`src/seismic_event_trigger_defines.svh`:
```
// ----------------------------------------------------------------------------
// seismic_event_trigger_defines
// Assertion macros shared by the seismic event trigger modules.
// ----------------------------------------------------------------------------
`ifndef SEISMIC_EVENT_TRIGGER_DEFINES_SVH
`define SEISMIC_EVENT_TRIGGER_DEFINES_SVH

// antecedent holds -> consequent holds in the same cycle
`define SET_ASSERT_IMPLIES(lbl, ante, cons) \
  lbl: assert property (@(posedge clk_i) disable iff (!rst_ni) (ante) |-> (cons)) \
    else $error("seismic_event_trigger: check failed");

// antecedent holds -> consequent holds in the next cycle
`define SET_ASSERT_NEXT(lbl, ante, cons) \
  lbl: assert property (@(posedge clk_i) disable iff (!rst_ni) (ante) |=> (cons)) \
    else $error("seismic_event_trigger: check failed");

`endif

```
`src/set_pkg.sv`:
```
// ----------------------------------------------------------------------------
// set_pkg
// Shared types, constants and register map of the seismic event trigger.
// ----------------------------------------------------------------------------
package set_pkg;

  localparam int WindowDefault = 64;

  localparam int SampleW  = 16;
  localparam int CntW     = 14;
  localparam int FeatW    = 30;
  localparam int ThrW     = 31;
  localparam int RunW     = 16;
  localparam int LearnW   = 44;
  localparam int GainW    = 8;
  localparam int ShiftW   = 5;
  localparam int AddrW    = 5;
  localparam int DataW    = 32;
  localparam int RegIdxW  = 3;

  localparam logic [1:0] PhaseFill   = 2'd0;
  localparam logic [1:0] PhaseLearn  = 2'd1;
  localparam logic [1:0] PhaseDetect = 2'd2;

  localparam logic [RegIdxW-1:0] RegLearnLength  = 3'd0;
  localparam logic [RegIdxW-1:0] RegPreCount     = 3'd1;
  localparam logic [RegIdxW-1:0] RegTriggerCount = 3'd2;
  localparam logic [RegIdxW-1:0] RegDiffGain     = 3'd3;
  localparam logic [RegIdxW-1:0] RegLearnShift   = 3'd4;

  localparam logic [CntW-1:0]   LearnLengthRst  = 14'd1000;
  localparam logic [RunW-1:0]   PreCountRst     = 16'd6;
  localparam logic [RunW-1:0]   TriggerCountRst = 16'd50;
  localparam logic [GainW-1:0]  DiffGainRst     = 8'd100;
  localparam logic [ShiftW-1:0] LearnShiftRst   = 5'd9;

  typedef struct packed {
    logic [CntW-1:0]   learn_length;
    logic [RunW-1:0]   pre_count;
    logic [RunW-1:0]   trigger_count;
    logic [GainW-1:0]  diff_gain;
    logic [ShiftW-1:0] learn_shift;
  } set_cfg_t;

  typedef struct packed {
    logic feat_valid;
    logic detect;
  } set_tag_t;

endpackage

```
`src/seismic_event_trigger.sv`:
```
// An accepted sample passes the s1, s2 and s3 registers and then the output
// register of set_detect before its result beat is valid.
// Throughput: one sample per cycle unless out_ready_i stalls; the window
// memory has one write and one read port, prefetching the oldest sample.
// Reset: configuration returns to defaults, sums, counters and flags clear.
// The window memory is not cleared; slots not yet written read as zero
// through a wrap flag, so no clearing pass is needed after reset.
// ----------------------------------------------------------------------------
// seismic_event_trigger
// Per-sample seismic event trigger: windowed feature, learned threshold,
// run counting and event recording.
// ----------------------------------------------------------------------------
module seismic_event_trigger #(
  parameter int WINDOW = set_pkg::WindowDefault
) (
  input  logic                               clk_i,
  input  logic                               rst_ni,
  input  logic                               psel,
  input  logic                               penable,
  input  logic                               pwrite,
  input  logic [set_pkg::AddrW-1:0]          paddr,
  input  logic [set_pkg::DataW-1:0]          pwdata,
  output logic [set_pkg::DataW-1:0]          prdata,
  output logic                               pready,
  input  logic                               in_valid_i,
  output logic                               in_ready_o,
  input  logic signed [set_pkg::SampleW-1:0] sample_i,
  output logic                               out_valid_o,
  input  logic                               out_ready_i,
  output logic [set_pkg::FeatW-1:0]          feature_o,
  output logic                               feature_valid_o,
  output logic [1:0]                         phase_o,
  output logic [set_pkg::ThrW-1:0]           threshold_o,
  output logic [set_pkg::RunW-1:0]           run_length_o,
  output logic                               event_res_o,
  output logic                               recording_o
);

  localparam int AbsW  = $clog2(WINDOW * 32768 + 1);
  localparam int DiffW = $clog2(WINDOW * 65535 + 1);
  localparam int ProdW = DiffW + set_pkg::GainW;
  localparam int SumW  = ((AbsW > ProdW) ? AbsW : ProdW) + 1;
  localparam int CmpW  = (SumW > set_pkg::FeatW) ? SumW : set_pkg::FeatW;
  localparam int FW    = set_pkg::FeatW;

  set_pkg::set_cfg_t cfg;
  set_pkg::set_tag_t tag_w, s1_tag_q, s2_tag_q, s3_tag_q;
  logic [AbsW-1:0]   abs_w, s1_abs_q, s2_abs_q;
  logic [DiffW-1:0]  diff_w, s1_diff_q;
  logic [ProdW-1:0]  s2_prod_q;
  logic [FW-1:0]     s3_feat_q;
  logic [SumW-1:0]   feat_sum;
  logic [CmpW-1:0]   feat_ext;
  logic              s1_v_q, s2_v_q, s3_v_q;
  logic              s1_rdy, s2_rdy, s3_rdy, det_rdy;
  logic              in_accept;

  set_cfg u_cfg (
    .clk_i  (clk_i),
    .rst_ni (rst_ni),
    .psel   (psel),
    .penable(penable),
    .pwrite (pwrite),
    .paddr  (paddr),
    .pwdata (pwdata),
    .prdata (prdata),
    .pready (pready),
    .cfg_o  (cfg)
  );

  assign s3_rdy     = !s3_v_q || det_rdy;
  assign s2_rdy     = !s2_v_q || s3_rdy;
  assign s1_rdy     = !s1_v_q || s2_rdy;
  assign in_ready_o = s1_rdy;
  assign in_accept  = in_valid_i && in_ready_o;

  set_window #(
    .WINDOW(WINDOW)
  ) u_window (
    .clk_i         (clk_i),
    .rst_ni        (rst_ni),
    .accept_i      (in_accept),
    .sample_i      (sample_i),
    .learn_length_i(cfg.learn_length),
    .tag_o         (tag_w),
    .abs_sum_o     (abs_w),
    .diff_sum_o    (diff_w)
  );

  assign feat_sum = SumW'(s2_abs_q) + SumW'(s2_prod_q);
  assign feat_ext = CmpW'(feat_sum);

  always_ff @(posedge clk_i) begin
    if (in_accept) begin
      s1_tag_q  <= tag_w;
      s1_abs_q  <= abs_w;
      s1_diff_q <= diff_w;
    end
    if (s2_rdy && s1_v_q) begin
      s2_tag_q  <= s1_tag_q;
      s2_abs_q  <= s1_abs_q;
      s2_prod_q <= ProdW'(s1_diff_q) * ProdW'(cfg.diff_gain);
    end
    if (s3_rdy && s2_v_q) begin
      s3_tag_q  <= s2_tag_q;
      s3_feat_q <= (feat_ext > CmpW'({FW{1'b1}})) ? '1 : feat_ext[FW-1:0];
    end
  end

  always_ff @(posedge clk_i or negedge rst_ni) begin
    if (!rst_ni) begin
      s1_v_q <= 1'b0;
      s2_v_q <= 1'b0;
      s3_v_q <= 1'b0;
    end else begin
      if (s1_rdy) begin
        s1_v_q <= in_valid_i;
      end
      if (s2_rdy) begin
        s2_v_q <= s1_v_q;
      end
      if (s3_rdy) begin
        s3_v_q <= s2_v_q;
      end
    end
  end

  set_detect u_detect (
    .clk_i          (clk_i),
    .rst_ni         (rst_ni),
    .valid_i        (s3_v_q),
    .ready_o        (det_rdy),
    .tag_i          (s3_tag_q),
    .feat_i         (s3_feat_q),
    .cfg_i          (cfg),
    .out_valid_o    (out_valid_o),
    .out_ready_i    (out_ready_i),
    .feature_o      (feature_o),
    .feature_valid_o(feature_valid_o),
    .phase_o        (phase_o),
    .threshold_o    (threshold_o),
    .run_length_o   (run_length_o),
    .event_res_o    (event_res_o),
    .recording_o    (recording_o)
  );

endmodule

```
`src/set_cfg.sv`:
```
// ----------------------------------------------------------------------------
// set_cfg
// APB register file holding the trigger configuration.
// ----------------------------------------------------------------------------
module set_cfg (
  input  logic                     clk_i,
  input  logic                     rst_ni,
  input  logic                     psel,
  input  logic                     penable,
  input  logic                     pwrite,
  input  logic [set_pkg::AddrW-1:0] paddr,
  input  logic [set_pkg::DataW-1:0] pwdata,
  output logic [set_pkg::DataW-1:0] prdata,
  output logic                     pready,
  output set_pkg::set_cfg_t        cfg_o
);

  set_pkg::set_cfg_t             cfg_q, cfg_d;
  logic [set_pkg::RegIdxW-1:0]   idx;
  logic                          wr;

  assign pready = 1'b1;
  assign idx    = paddr[set_pkg::AddrW-1:2];
  assign wr     = psel && penable && pwrite && pready;

  always_comb begin
    cfg_d = cfg_q;
    if (wr) begin
      unique case (idx)
        set_pkg::RegLearnLength:  cfg_d.learn_length  = pwdata[set_pkg::CntW-1:0];
        set_pkg::RegPreCount:     cfg_d.pre_count     = pwdata[set_pkg::RunW-1:0];
        set_pkg::RegTriggerCount: cfg_d.trigger_count = pwdata[set_pkg::RunW-1:0];
        set_pkg::RegDiffGain:     cfg_d.diff_gain     = pwdata[set_pkg::GainW-1:0];
        set_pkg::RegLearnShift:   cfg_d.learn_shift   = pwdata[set_pkg::ShiftW-1:0];
        default:                  cfg_d = cfg_q;
      endcase
    end
  end

  always_comb begin
    unique case (idx)
      set_pkg::RegLearnLength:  prdata = set_pkg::DataW'(cfg_q.learn_length);
      set_pkg::RegPreCount:     prdata = set_pkg::DataW'(cfg_q.pre_count);
      set_pkg::RegTriggerCount: prdata = set_pkg::DataW'(cfg_q.trigger_count);
      set_pkg::RegDiffGain:     prdata = set_pkg::DataW'(cfg_q.diff_gain);
      set_pkg::RegLearnShift:   prdata = set_pkg::DataW'(cfg_q.learn_shift);
      default:                  prdata = '0;
    endcase
  end

  always_ff @(posedge clk_i or negedge rst_ni) begin
    if (!rst_ni) begin
      cfg_q.learn_length  <= set_pkg::LearnLengthRst;
      cfg_q.pre_count     <= set_pkg::PreCountRst;
      cfg_q.trigger_count <= set_pkg::TriggerCountRst;
      cfg_q.diff_gain     <= set_pkg::DiffGainRst;
      cfg_q.learn_shift   <= set_pkg::LearnShiftRst;
    end else begin
      cfg_q <= cfg_d;
    end
  end

  assign cfg_o = cfg_q;

endmodule

```
`src/set_window.sv`:
```
// ----------------------------------------------------------------------------
// set_window
// Sample window memory with prefetched read of the oldest sample, running
// absolute and difference sums, and the sample counter.
// ----------------------------------------------------------------------------
`include "seismic_event_trigger_defines.svh"

module set_window #(
  parameter int WINDOW = set_pkg::WindowDefault,
  localparam int Slots = WINDOW + 1,
  localparam int PtrW  = $clog2(Slots),
  localparam int AbsW  = $clog2(WINDOW * 32768 + 1),
  localparam int DiffW = $clog2(WINDOW * 65535 + 1)
) (
  input  logic                              clk_i,
  input  logic                              rst_ni,
  input  logic                              accept_i,
  input  logic signed [set_pkg::SampleW-1:0] sample_i,
  input  logic [set_pkg::CntW-1:0]           learn_length_i,
  output set_pkg::set_tag_t                  tag_o,
  output logic [AbsW-1:0]                    abs_sum_o,
  output logic [DiffW-1:0]                   diff_sum_o
);

  localparam int SW = set_pkg::SampleW;
  localparam int CW = set_pkg::CntW;

  function automatic logic [PtrW-1:0] nxt(input logic [PtrW-1:0] a);
    return (a == PtrW'(Slots - 1)) ? '0 : a + PtrW'(1);
  endfunction

  function automatic logic [SW-1:0] absdiff(input logic signed [SW-1:0] a,
                                            input logic signed [SW-1:0] b);
    logic signed [SW+1:0] d;
    d = {{2{a[SW-1]}}, a} - {{2{b[SW-1]}}, b};
    return d[SW+1] ? SW'(-d) : d[SW-1:0];
  endfunction

  logic signed [SW-1:0] mem [Slots];
  logic signed [SW-1:0] rdata_q;
  logic [PtrW-1:0]      wp_q, wp_d, ra_cur, ra_d;
  logic                 wrapped_q, wrapped_d;
  logic signed [SW-1:0] pred_q, prev_q, old_first;
  logic [AbsW-1:0]      abs_q, abs_d;
  logic [DiffW-1:0]     diff_q, diff_d;
  logic [CW-1:0]        cnt_q, cnt_d;
  logic                 rd_ok;

  assign ra_cur    = nxt(wp_q);
  assign wp_d      = accept_i ? nxt(wp_q) : wp_q;
  assign ra_d      = accept_i ? nxt(wp_d) : ra_cur;
  assign wrapped_d = wrapped_q || (accept_i && (wp_q == PtrW'(Slots - 1)));
  // entries ahead of the write pointer read as zero until the first wrap
  assign rd_ok     = wrapped_q || (ra_cur < wp_q);
  assign old_first = rd_ok ? rdata_q : '0;

  assign abs_d  = abs_q - AbsW'(absdiff(old_first, '0)) + AbsW'(absdiff(sample_i, '0));
  assign diff_d = diff_q - DiffW'(absdiff(old_first, pred_q))
                + DiffW'(absdiff(sample_i, prev_q));
  assign cnt_d  = (cnt_q == '1) ? cnt_q : cnt_q + CW'(1);

  assign tag_o.feat_valid = (cnt_q >= CW'(WINDOW - 1));
  assign tag_o.detect     = ({1'b0, cnt_q} + (CW + 1)'(1)) >= {1'b0, learn_length_i};
  assign abs_sum_o        = abs_d;
  assign diff_sum_o       = diff_d;

  always_ff @(posedge clk_i) begin
    if (accept_i) begin
      mem[wp_q] <= sample_i;
    end
    rdata_q <= mem[ra_d];
  end

  always_ff @(posedge clk_i or negedge rst_ni) begin
    if (!rst_ni) begin
      wp_q      <= '0;
      wrapped_q <= 1'b0;
      pred_q    <= '0;
      prev_q    <= '0;
      abs_q     <= '0;
      diff_q    <= '0;
      cnt_q     <= '0;
    end else if (accept_i) begin
      wp_q      <= wp_d;
      wrapped_q <= wrapped_d;
      pred_q    <= old_first;
      prev_q    <= sample_i;
      abs_q     <= abs_d;
      diff_q    <= diff_d;
      cnt_q     <= cnt_d;
    end
  end

  `SET_ASSERT_IMPLIES(a_no_rw_same_entry, accept_i, ra_d != wp_q)
  `SET_ASSERT_NEXT(a_valid_sticky, tag_o.feat_valid, tag_o.feat_valid)
  `SET_ASSERT_IMPLIES(a_wp_in_range, 1'b1, wp_q <= PtrW'(Slots - 1))

endmodule

```
`src/set_detect.sv`:
```
// ----------------------------------------------------------------------------
// set_detect
// Learning sum, threshold, run counter and recording flag; holds the result
// beat in the output register.
// ----------------------------------------------------------------------------
`include "seismic_event_trigger_defines.svh"

module set_detect (
  input  logic                           clk_i,
  input  logic                           rst_ni,
  input  logic                           valid_i,
  output logic                           ready_o,
  input  set_pkg::set_tag_t              tag_i,
  input  logic [set_pkg::FeatW-1:0]      feat_i,
  input  set_pkg::set_cfg_t              cfg_i,
  output logic                           out_valid_o,
  input  logic                           out_ready_i,
  output logic [set_pkg::FeatW-1:0]      feature_o,
  output logic                           feature_valid_o,
  output logic [1:0]                     phase_o,
  output logic [set_pkg::ThrW-1:0]       threshold_o,
  output logic [set_pkg::RunW-1:0]       run_length_o,
  output logic                           event_res_o,
  output logic                           recording_o
);

  localparam int LW = set_pkg::LearnW;
  localparam int TW = set_pkg::ThrW;
  localparam int RW = set_pkg::RunW;
  localparam int FW = set_pkg::FeatW;

  logic              take;
  logic              out_v_q;
  logic [LW-1:0]     learn_q, learn_d, shifted;
  logic [LW:0]       learn_sum;
  logic [TW-1:0]     thr, thr_q, thr_d;
  logic [RW-1:0]     run_q, run_d, run_inc, need;
  logic              rec_q, rec_d, rec_set, ev, ev_q, ge;
  logic [FW-1:0]     feat_q, feat_d;
  logic              fv_q;
  logic [1:0]        phase_q, phase_d;
  logic              learn_item, detect_item;

  assign ready_o = !out_v_q || out_ready_i;
  assign take    = valid_i && ready_o;

  assign learn_item  = tag_i.feat_valid && !tag_i.detect;
  assign detect_item = tag_i.feat_valid && tag_i.detect;

  assign shifted   = learn_q >> cfg_i.learn_shift;
  assign thr       = (|shifted[LW-1:TW]) ? '1 : shifted[TW-1:0];
  assign ge        = {1'b0, feat_i} >= thr;
  assign run_inc   = (run_q == '1) ? run_q : run_q + RW'(1);
  assign need      = (cfg_i.pre_count > cfg_i.trigger_count) ? cfg_i.pre_count
                                                           : cfg_i.trigger_count;
  assign learn_sum = {1'b0, learn_q} + (LW + 1)'(feat_i);

  always_comb begin
    learn_d = learn_q;
    run_d   = run_q;
    rec_d   = rec_q;
    ev      = 1'b0;
    rec_set = rec_q;
    thr_d   = '0;
    feat_d  = tag_i.feat_valid ? feat_i : '0;
    phase_d = set_pkg::PhaseFill;
    if (learn_item) begin
      phase_d = set_pkg::PhaseLearn;
      learn_d = learn_sum[LW] ? '1 : learn_sum[LW-1:0];
    end else if (detect_item) begin
      phase_d = set_pkg::PhaseDetect;
      thr_d   = thr;
      run_d   = ge ? run_inc : '0;
      ev      = !rec_q && (run_d != '0) && (run_d >= need);
      rec_set = rec_q || ev;
      rec_d   = rec_set && !({1'b0, feat_i} <= (thr >> 1));
    end
  end

  always_ff @(posedge clk_i) begin
    if (take) begin
      feat_q  <= feat_d;
      fv_q    <= tag_i.feat_valid;
      phase_q <= phase_d;
      thr_q   <= thr_d;
      ev_q    <= ev;
    end
  end

  always_ff @(posedge clk_i or negedge rst_ni) begin
    if (!rst_ni) begin
      out_v_q <= 1'b0;
      learn_q <= '0;
      run_q   <= '0;
      rec_q   <= 1'b0;
    end else begin
      if (ready_o) begin
        out_v_q <= valid_i;
      end
      if (take) begin
        learn_q <= learn_d;
        run_q   <= run_d;
        rec_q   <= rec_d;
      end
    end
  end

  assign out_valid_o     = out_v_q;
  assign feature_o       = feat_q;
  assign feature_valid_o = fv_q;
  assign phase_o         = phase_q;
  assign threshold_o     = thr_q;
  assign run_length_o    = run_q;
  assign event_res_o     = ev_q;
  assign recording_o     = rec_q;

  `SET_ASSERT_IMPLIES(a_event_needs_idle_rec, take && ev, !rec_q)
  `SET_ASSERT_IMPLIES(a_event_only_detect, take && ev, detect_item && (run_d != '0))
  `SET_ASSERT_IMPLIES(a_learn_no_run_change, take && !detect_item,
                      (run_d == run_q) && (rec_d == rec_q))

endmodule

```
`config.mk`:
```
export PLATFORM = sky130hd
export DESIGN_NAME = seismic_event_trigger
export DESIGN_NICKNAME = d
export VERILOG_FILES = /design/src/set_pkg.sv /design/src/seismic_event_trigger.sv /design/src/set_cfg.sv /design/src/set_window.sv /design/src/set_detect.sv
export VERILOG_INCLUDE_DIRS = /design/src /design/src/src
export SDC_FILE = /design/constraint.sdc
export NUM_CORES = 2
export LEC_CHECK = 0
export ABC_AREA = 1
export BUFFER_PORTS_ARGS = -buffer_cell sky130_fd_sc_hd__buf_4
export CAP_MARGIN = 20
export CORE_ASPECT_RATIO = 2
export CORE_MARGIN = 1.5
export CORE_UTILIZATION = 40
export DETAILED_ROUTE_END_ITERATION = 6
export SLEW_MARGIN = 10
export SYNTH_ARGS = -nofsm -noshare
export SYNTH_HDL_FRONTEND = slang
export SYNTH_SLANG_ARGS = --single-unit
```
`constraint.sdc`:
```
create_clock -name clk_i -period 8.3 [get_ports clk_i]
set_clock_uncertainty 0.1 [all_clocks]
set_input_delay 0.415 -clock clk_i [delete_from_list [all_inputs] [get_ports clk_i]]
set_output_delay 0.415 -clock clk_i [all_outputs]
set_load 0.03 [all_outputs]
```
---- Yosys cells after proc, flatten, opt, wreduce, memory -nomap -nowiden ----
Memories as Yosys holds them, arrays and structs flattened. A register that Yosys moved wholly into a read port is not among the register bits.
Cells that the tools add are included.
storage, ports and cells
  bits in registers ....................... 419
  bits in writable memories ............... 1040
  output and inout bits ................... 117
  memories ................................ 1
cells by class
  $add $sub $neg .......................... 17
  $mul .................................... 1
  $lt $le $gt $ge ......................... 8
  eq/ne operators ......................... 8
  shifts and indexed selects .............. 1
  muxes and demuxes ....................... 18
  bitwise operators ....................... 3
  reductions and logical operators ........ 38
memories
  memory        depth  width  rd ports  clocked after memory_dff  write ports  line              source
  u_window.mem  65     16     1         1                         1            set_window.sv:39  logic signed [SW-1:0] mem [Slots];
operator list
  cell                                                                     number
  16-bit 2-to-1 mux                                                        8
  16-bit one-hot mux with 5 select lines                                   1
  16-bit negator                                                           4
  44-bit by 30-bit adder with 45-bit output                                1
  22-bit by 16-bit adder with 22-bit output                                2
  44-bit 2-to-1 mux                                                        1
  44-bit by 5-bit right shift with 44-bit output                           1
  22-bit by 16-bit subtractor with 22-bit output                           2
  16-bit by 16-bit subtractor with 17-bit output                           2
  22-bit by 30-bit adder with 31-bit output                                1
  30-bit by 31-bit greater-or-equal comparator with 1-bit output           1
  31-bit by 30-bit > comparator with 1-bit output (second input constant)  1
  31-bit 2-to-1 mux                                                        1
  30-bit less-or-equal comparator                                          1
  22-bit by 8-bit multiplier with 30-bit output                            1
  7-bit 2-to-1 mux                                                         4
  16-bit by 1-bit adder with 16-bit output (second input constant)         1
  16-bit equality test (second input constant)                             1
  16-bit greater-or-equal comparator                                       1
  16-bit > comparator                                                      1
  16-bit nonzero test                                                      1
  14-bit by 1-bit adder with 15-bit output (second input constant)         1
  15-bit by 14-bit greater-or-equal comparator with 1-bit output           1
  14-bit by 1-bit adder with 14-bit output (second input constant)         1
  other kinds (19)                                                         54

---- Longest topological paths before layout ----
  depth in word-level cells ............... 10
  mapped depth ............................ 49

---- Modules after synthesis ----
A second synthesis with hierarchy kept.
second synthesis, totals
  cell total of the unflattened synthesis .. 9186
  area, all modules ....................... 83814.1 um^2
by module, submodules not included
  module                 instances  cells an instance  area an instance (um^2)  sequential area each (um^2)
  set_window             1          5650               56621.8                  34002.6
  seismic_event_trigger  1          1538               12441.9                  4038.9
  set_detect             1          1642               11606.1                  3503.4
  set_cfg                1          356                3144.3                   1496.4

---- Worst setup path before layout ----
OpenSTA, ideal clock, no wires.
  path type ............................... reg2reg
  from .................................... register u_window.wp_q[0]
  to ...................................... register s1_diff_q[17], data pin
  arrival time ............................ 6.194 ns
  setup slack ............................. 1.742 ns
  stages on the path, launching flop included .. 41
  buffers on the path ..................... 0
  clock period less this slack ............ 6.558 ns
  path through ............................ dfrtp_1 ha_1 nand2_1 inv_1 nand2_1 nor2_1 ha_1 inv_1 nand2_1 xor2_1 o21ai_1 a21oi_4 nor2_1 inv_1 ha_1 inv_1 fa_1 nand2_1 [5 not listed] or2_2 nand2_1 clkinv_1 nand2_1 xor2_1 inv_1 fa_1 inv_1 ha_1 a21o_1 a21oi_1 o21ai_0 a31oi_1 inv_1 a21oi_1 o21ai_0 a21oi_1 xnor2_1
between the ends
  longest elaborated chain between the ends .. 10
  elaborated cells between the ends (all ways) .. 11
  classes of those cells .................. add/sub (5); order compare (1); eq/ne (1); mux (3); reduce/logical (1)
RTL lines
  item                                                                           line                         source
  from (decl)                                                                    set_window.sv:41             logic [PtrW-1:0] wp_q, wp_d, ra_cur, ra_d;
  from (signal assigned)                                                         set_window.sv:84             wp_q <= wp_d;
  7-bit by 1-bit adder with 7-bit output or 7-bit equality test (tied branches)  set_window.sv:29             return (a == PtrW'(Slots - 1)) ? '0 : a + PtrW'(1);
  7-bit 2-to-1 mux                                                               set_window.sv:29
  7-bit < comparator (*)                                                         set_window.sv:54             assign rd_ok = wrapped_q || (ra_cur < wp_q);
  1-bit logical OR (*)                                                           set_window.sv:54
  16-bit 2-to-1 mux (*)                                                          set_window.sv:55             assign old_first = rd_ok ? rdata_q : '0;
  net u_window.old_first[0]                                                      set_window.sv:43             logic signed [SW-1:0] pred_q, prev_q, old_first;
  16-bit by 16-bit subtractor with 17-bit output (*)                             set_window.sv:35             d = {{2{a[SW-1]}}, a} - {{2{b[SW-1]}}, b};
  16-bit negator                                                                 set_window.sv:36             return d[SW+1] ? SW'(-d) : d[SW-1:0];
  16-bit 2-to-1 mux (*)                                                          set_window.sv:36
  22-bit by 16-bit subtractor with 22-bit output (*)                             set_window.sv:58             assign diff_d = diff_q - DiffW'(absdiff(old_first, pred_q))
  22-bit by 16-bit adder with 22-bit output (*)                                  set_window.sv:59             + DiffW'(absdiff(sample_i, prev_q));
  net diff_w[17]                                                                 seismic_event_trigger.sv:49  logic [DiffW-1:0] diff_w, s1_diff_q;
  to (signal assigned)                                                           seismic_event_trigger.sv:97  s1_diff_q <= diff_w;
  to (decl)                                                                      seismic_event_trigger.sv:49
Mark *: on every way through the listed nets, which the timed path passes. The rest lies on a longest branch.
A chain may end at the register's enable or synchronous reset.

---- Worst setup path in the final report ----
  from .................................... register u_window.wp_q[1]
  to ...................................... register u_window.diff_q[18]
between the ends
  longest elaborated chain between the ends .. 10
  elaborated cells between the ends (all ways) .. 11
  classes of those cells .................. add/sub (5); order compare (1); eq/ne (1); mux (3); reduce/logical (1)
RTL lines
  item                                                                           line                         source
  7-bit by 1-bit adder with 7-bit output or 7-bit equality test (tied branches)  set_window.sv:29
  7-bit 2-to-1 mux                                                               set_window.sv:29
  7-bit < comparator (*)                                                         set_window.sv:54
  1-bit logical OR (*)                                                           set_window.sv:54
  16-bit 2-to-1 mux (*)                                                          set_window.sv:55
  net u_window.old_first[4]                                                      set_window.sv:43
  16-bit by 16-bit subtractor with 17-bit output (*)                             set_window.sv:35
  16-bit negator                                                                 set_window.sv:36
  16-bit 2-to-1 mux (*)                                                          set_window.sv:36
  22-bit by 16-bit subtractor with 22-bit output (*)                             set_window.sv:58
  22-bit by 16-bit adder with 22-bit output (*)                                  set_window.sv:59
  net diff_w[18]                                                                 seismic_event_trigger.sv:49
  to (signal assigned)                                                           set_window.sv:89             diff_q <= diff_d;
  to (decl)                                                                      set_window.sv:45             logic [DiffW-1:0] diff_q, diff_d;
Marks and branches as above.

==> parameters.txt <==
Parameter                              Value

Floorplan
  Overall die area ... 206100 µm²
  Initial core utilization ... 40.29%
  Core outline area ... 201700 µm²
  Die width ... 321.7 µm
  Number of cell rows ... 233
  Number of ports placed on the die boundary ... 177
  Chip height ... 640.5 µm

Global routing
  First-pass GRT wire length ... 393300 µm
  Largest net degree at the start of global routing ... 148
  Overall fraction of global-route tracks in use ... 25.99%
  Via count of the first global-routing pass ... 61870
  Gr ovfl total ... 0
  Number of antenna violations at the first check in global routing ... 15

Final layout
  Share of layout cells above drive strength 1 ... 7.060%
  # fillers ... 19300
  Post-layout net count ... 9250
  Finished Core Util ... 44.82%
  Area delta synth->final ... 11.24%

Routing
  Antenna-violating nets left ... 0
  Post-Route WL ... 269000 µm
  Length of the first detailed-routing pass in iterations ... 6
  Total via count after detailed routing ... 61400
  Vias per std cell ... 5.318
  Initial drt markers ... 4494
  Post-route DRC ... 0
  WL per Instance ... 23.29 µm

STA
  Unrepaired setup endpoints after global routing ... no
  Setup TNS ... 0 ps
  Tmin final ... 7576 ps
  Worst slew margin ... 23.32%
  Fmax ... 132.0 MHz
  Worst-margin pin slew ... 1147 ps
  Final count of pins violating max slew ... 0
  Setup Viol. Count Final ... 0
  Final period utilization ... 91.27%
  Count of endpoints failing hold in the final timing report ... 0

Critical path
  Setup crit end kind ... flop
  Worst reg-to-reg setup slack ... 720 ps
  Max Fanout on Critical Path ... 9
  Start-to-end type of the worst setup path ... reg2reg
  Arrival time of data at the critical path endpoint ... 8150 ps
  Worst-path cell with the longest stage delay ... sky130_fd_sc_hd__fa_1
  Worst Setup Start Kind ... flop
  Worst path required time ... 8880 ps
  Largest stage delay on the critical path ... 470 ps

Synthesis
  Area share of the leading cell type in the synthesized netlist ... 45.70%
  Share of async-settable or async-resettable flops after synthesis ... 15.05%
  Synthesized flop and latch total ... 1475
  Count of different cell masters after synthesis ... 65
  Cell area after technology mapping ... 81280 µm²
  Synth Area per Inst ... 9.438 µm²
  Synthesis warning total ... 0
  Most frequently used cell type in the post-synthesis netlist ... sky130_fd_sc_hd__nand2_1
  Leading post-synthesis cells by cell area ... sky130_fd_sc_hd__edfxtp_1 (46%), sky130_fd_sc_hd__nand2_1 (8.5%), sky130_fd_sc_hd__nand3_1 (7.4%)
  List of most frequent post-synthesis cells ... sky130_fd_sc_hd__nand2_1 (1840), sky130_fd_sc_hd__inv_1 (1370), sky130_fd_sc_hd__edfxtp_1 (1237)
  Cell type contributing the most total cell area after synthesis ... sky130_fd_sc_hd__edfxtp_1
  Count of flip-flops with a built-in enable after synthesis ... 1237
  Number of standard cells after synthesis ... 8612
  Top FF cell, synth ... sky130_fd_sc_hd__edfxtp_1
  Share of the yosys chip area belonging to registers ... 52.95%

Clock tree
  Sink Count ... 1475
  Clock tree from TritonCTS ... yes
  Latest clock arrival within the worst-skew pair ... 840 ps
  CTS max path bufs ... 4
  Root buffer selected by CTS ... sky130_fd_sc_hd__clkbuf_16
  Clock buffer count from CTS ... 148
  Clock H-tree levels ... 4
  Clk slew on worst S/H paths ... 70 ps

Min path
  Worst min-delay path category ... in2async

Run
  Max-capacitance violation count ... 0

Run status
  Result of the run ... finished, final reports clean

Place
  Routability Congestion ... 0.9823
  Placed wire-length estimate ... 188100 µm
  Port Buffer Count ... 141
-- worst paths after layout --
path / start / end / cells past startpoint
min in group clk_i: sample_i[11] / u_window.mem[61][11] / 2
max in group asynchronous: rst_ni / u_window.abs_q[17] / 4
max reg2reg: u_window.wp_q[1] / u_window.diff_q[18] / 36
min reg2reg: s1_abs_q[10] / s2_abs_q[10] / 0
max: u_window.wp_q[1] / u_window.diff_q[18] / 36
min: rst_ni / u_detect.run_length_o[4] / 2
-- metrics by stage --
| step | area, µm² | setup slack [ps] | cells | hold WS (ps) |
|---|---|---|---|---|
| floorplan | 81340 | 1742 | 8627 | 19.41 |
| global placement | 85440 | 845.1 | 11260 | 301.8 |
| detailed placement | 85440 | 813.5 | 11260 | 305.2 |
| CTS | 90390 | 765.2 | 11540 | 103.9 |
| global route | 90410 | 57.97 | 11540 | 119.2 |
| finish | 90420 | 724.3 | 11550 | 98.68 |
-- kinds of logic after synthesis --
kind of cell             Yosys count  share of synthesized area [%]
AO/OA/AOI/OAI                    842                          5.728
XOR/XNOR                         204                          2.198
adder cells (fa/ha/maj)          453                          8.414
buffers and inverters           1808                          9.047
flip-flops                      1475                          52.95
multiplexers                      19                         0.2355
other                              2                       0.009240
AND/OR/NAND/NOR                 3809                          21.41
-- timing repair --
item,in CTS,in global routing
hold endpoints to repair,263,0
hold buffers,28,0
gates resized for setup,0,0
buffers inserted,0,0
-- sequential cells by signal (all words and copies together), names as in the netlist, 30 cells and up --
signal,flops
s2_prod_q,30
u_detect.threshold_o,31
u_detect.learn_q,44
u_cfg.cfg_o,59
u_window.mem,1040
u_detect.feature_o,30
s3_feat_q,30
-- area by class of cell --
type | instances | area (µm²) | share of cell area (%)
Sequential cell | 1475 | 43040 | 47.60
Multi-Input combinational cell | 5344 | 31030 | 34.32
Inverter | 1382 | 5191 | 5.742
Clock buffer | 185 | 3978 | 4.399
Tap cell | 2702 | 3381 | 3.739
Timing Repair Buffer | 386 | 3095 | 3.424
Clock inverter | 66 | 684.4 | 0.7570
Antenna cell | 6 | 15.01 | 0.01661
-- critical path: cells and delay by family, from the launching register on --
kind | cells | cell delay [ps]
AOI/OAI and AO/OA | 12 | 2270
xor gates and xnor gates | 3 | 960
DFF | 1 | 440
buffers and inverters | 6 | 760
adders and majority gates | 4 | 1480
and+or+nand+nor | 11 | 1470
-- routing by layer --
metal / GRT usage [%] / wire length [µm]
met1: 24.05 / 83990
met2: 48.33 / 142300
met3: 3.590 / 12960
met4: 24.38 / 29690
met5: 0 / 41
-- cell usage in the layout, fill, tap and decap left out, types with 55 or more instances in the layout --
master,count
sky130_fd_sc_hd__edfxtp_1,1237
sky130_fd_sc_hd__dfrtp_1,206
sky130_fd_sc_hd__xor2_1,149
sky130_fd_sc_hd__o21ai_0,427
sky130_fd_sc_hd__a21oi_1,235
sky130_fd_sc_hd__clkbuf_16,152
sky130_fd_sc_hd__nand3_1,1208
sky130_fd_sc_hd__inv_1,1368
sky130_fd_sc_hd__buf_4,347
sky130_fd_sc_hd__ha_1,297
sky130_fd_sc_hd__xnor2_1,55
sky130_fd_sc_hd__nand3b_1,326
sky130_fd_sc_hd__nor2_1,299
sky130_fd_sc_hd__fa_1,156
sky130_fd_sc_hd__nand2_1,1839
Power is not shown: default switching activity piles up to over one toggle a cycle in this logic, so the estimate is an artifact.
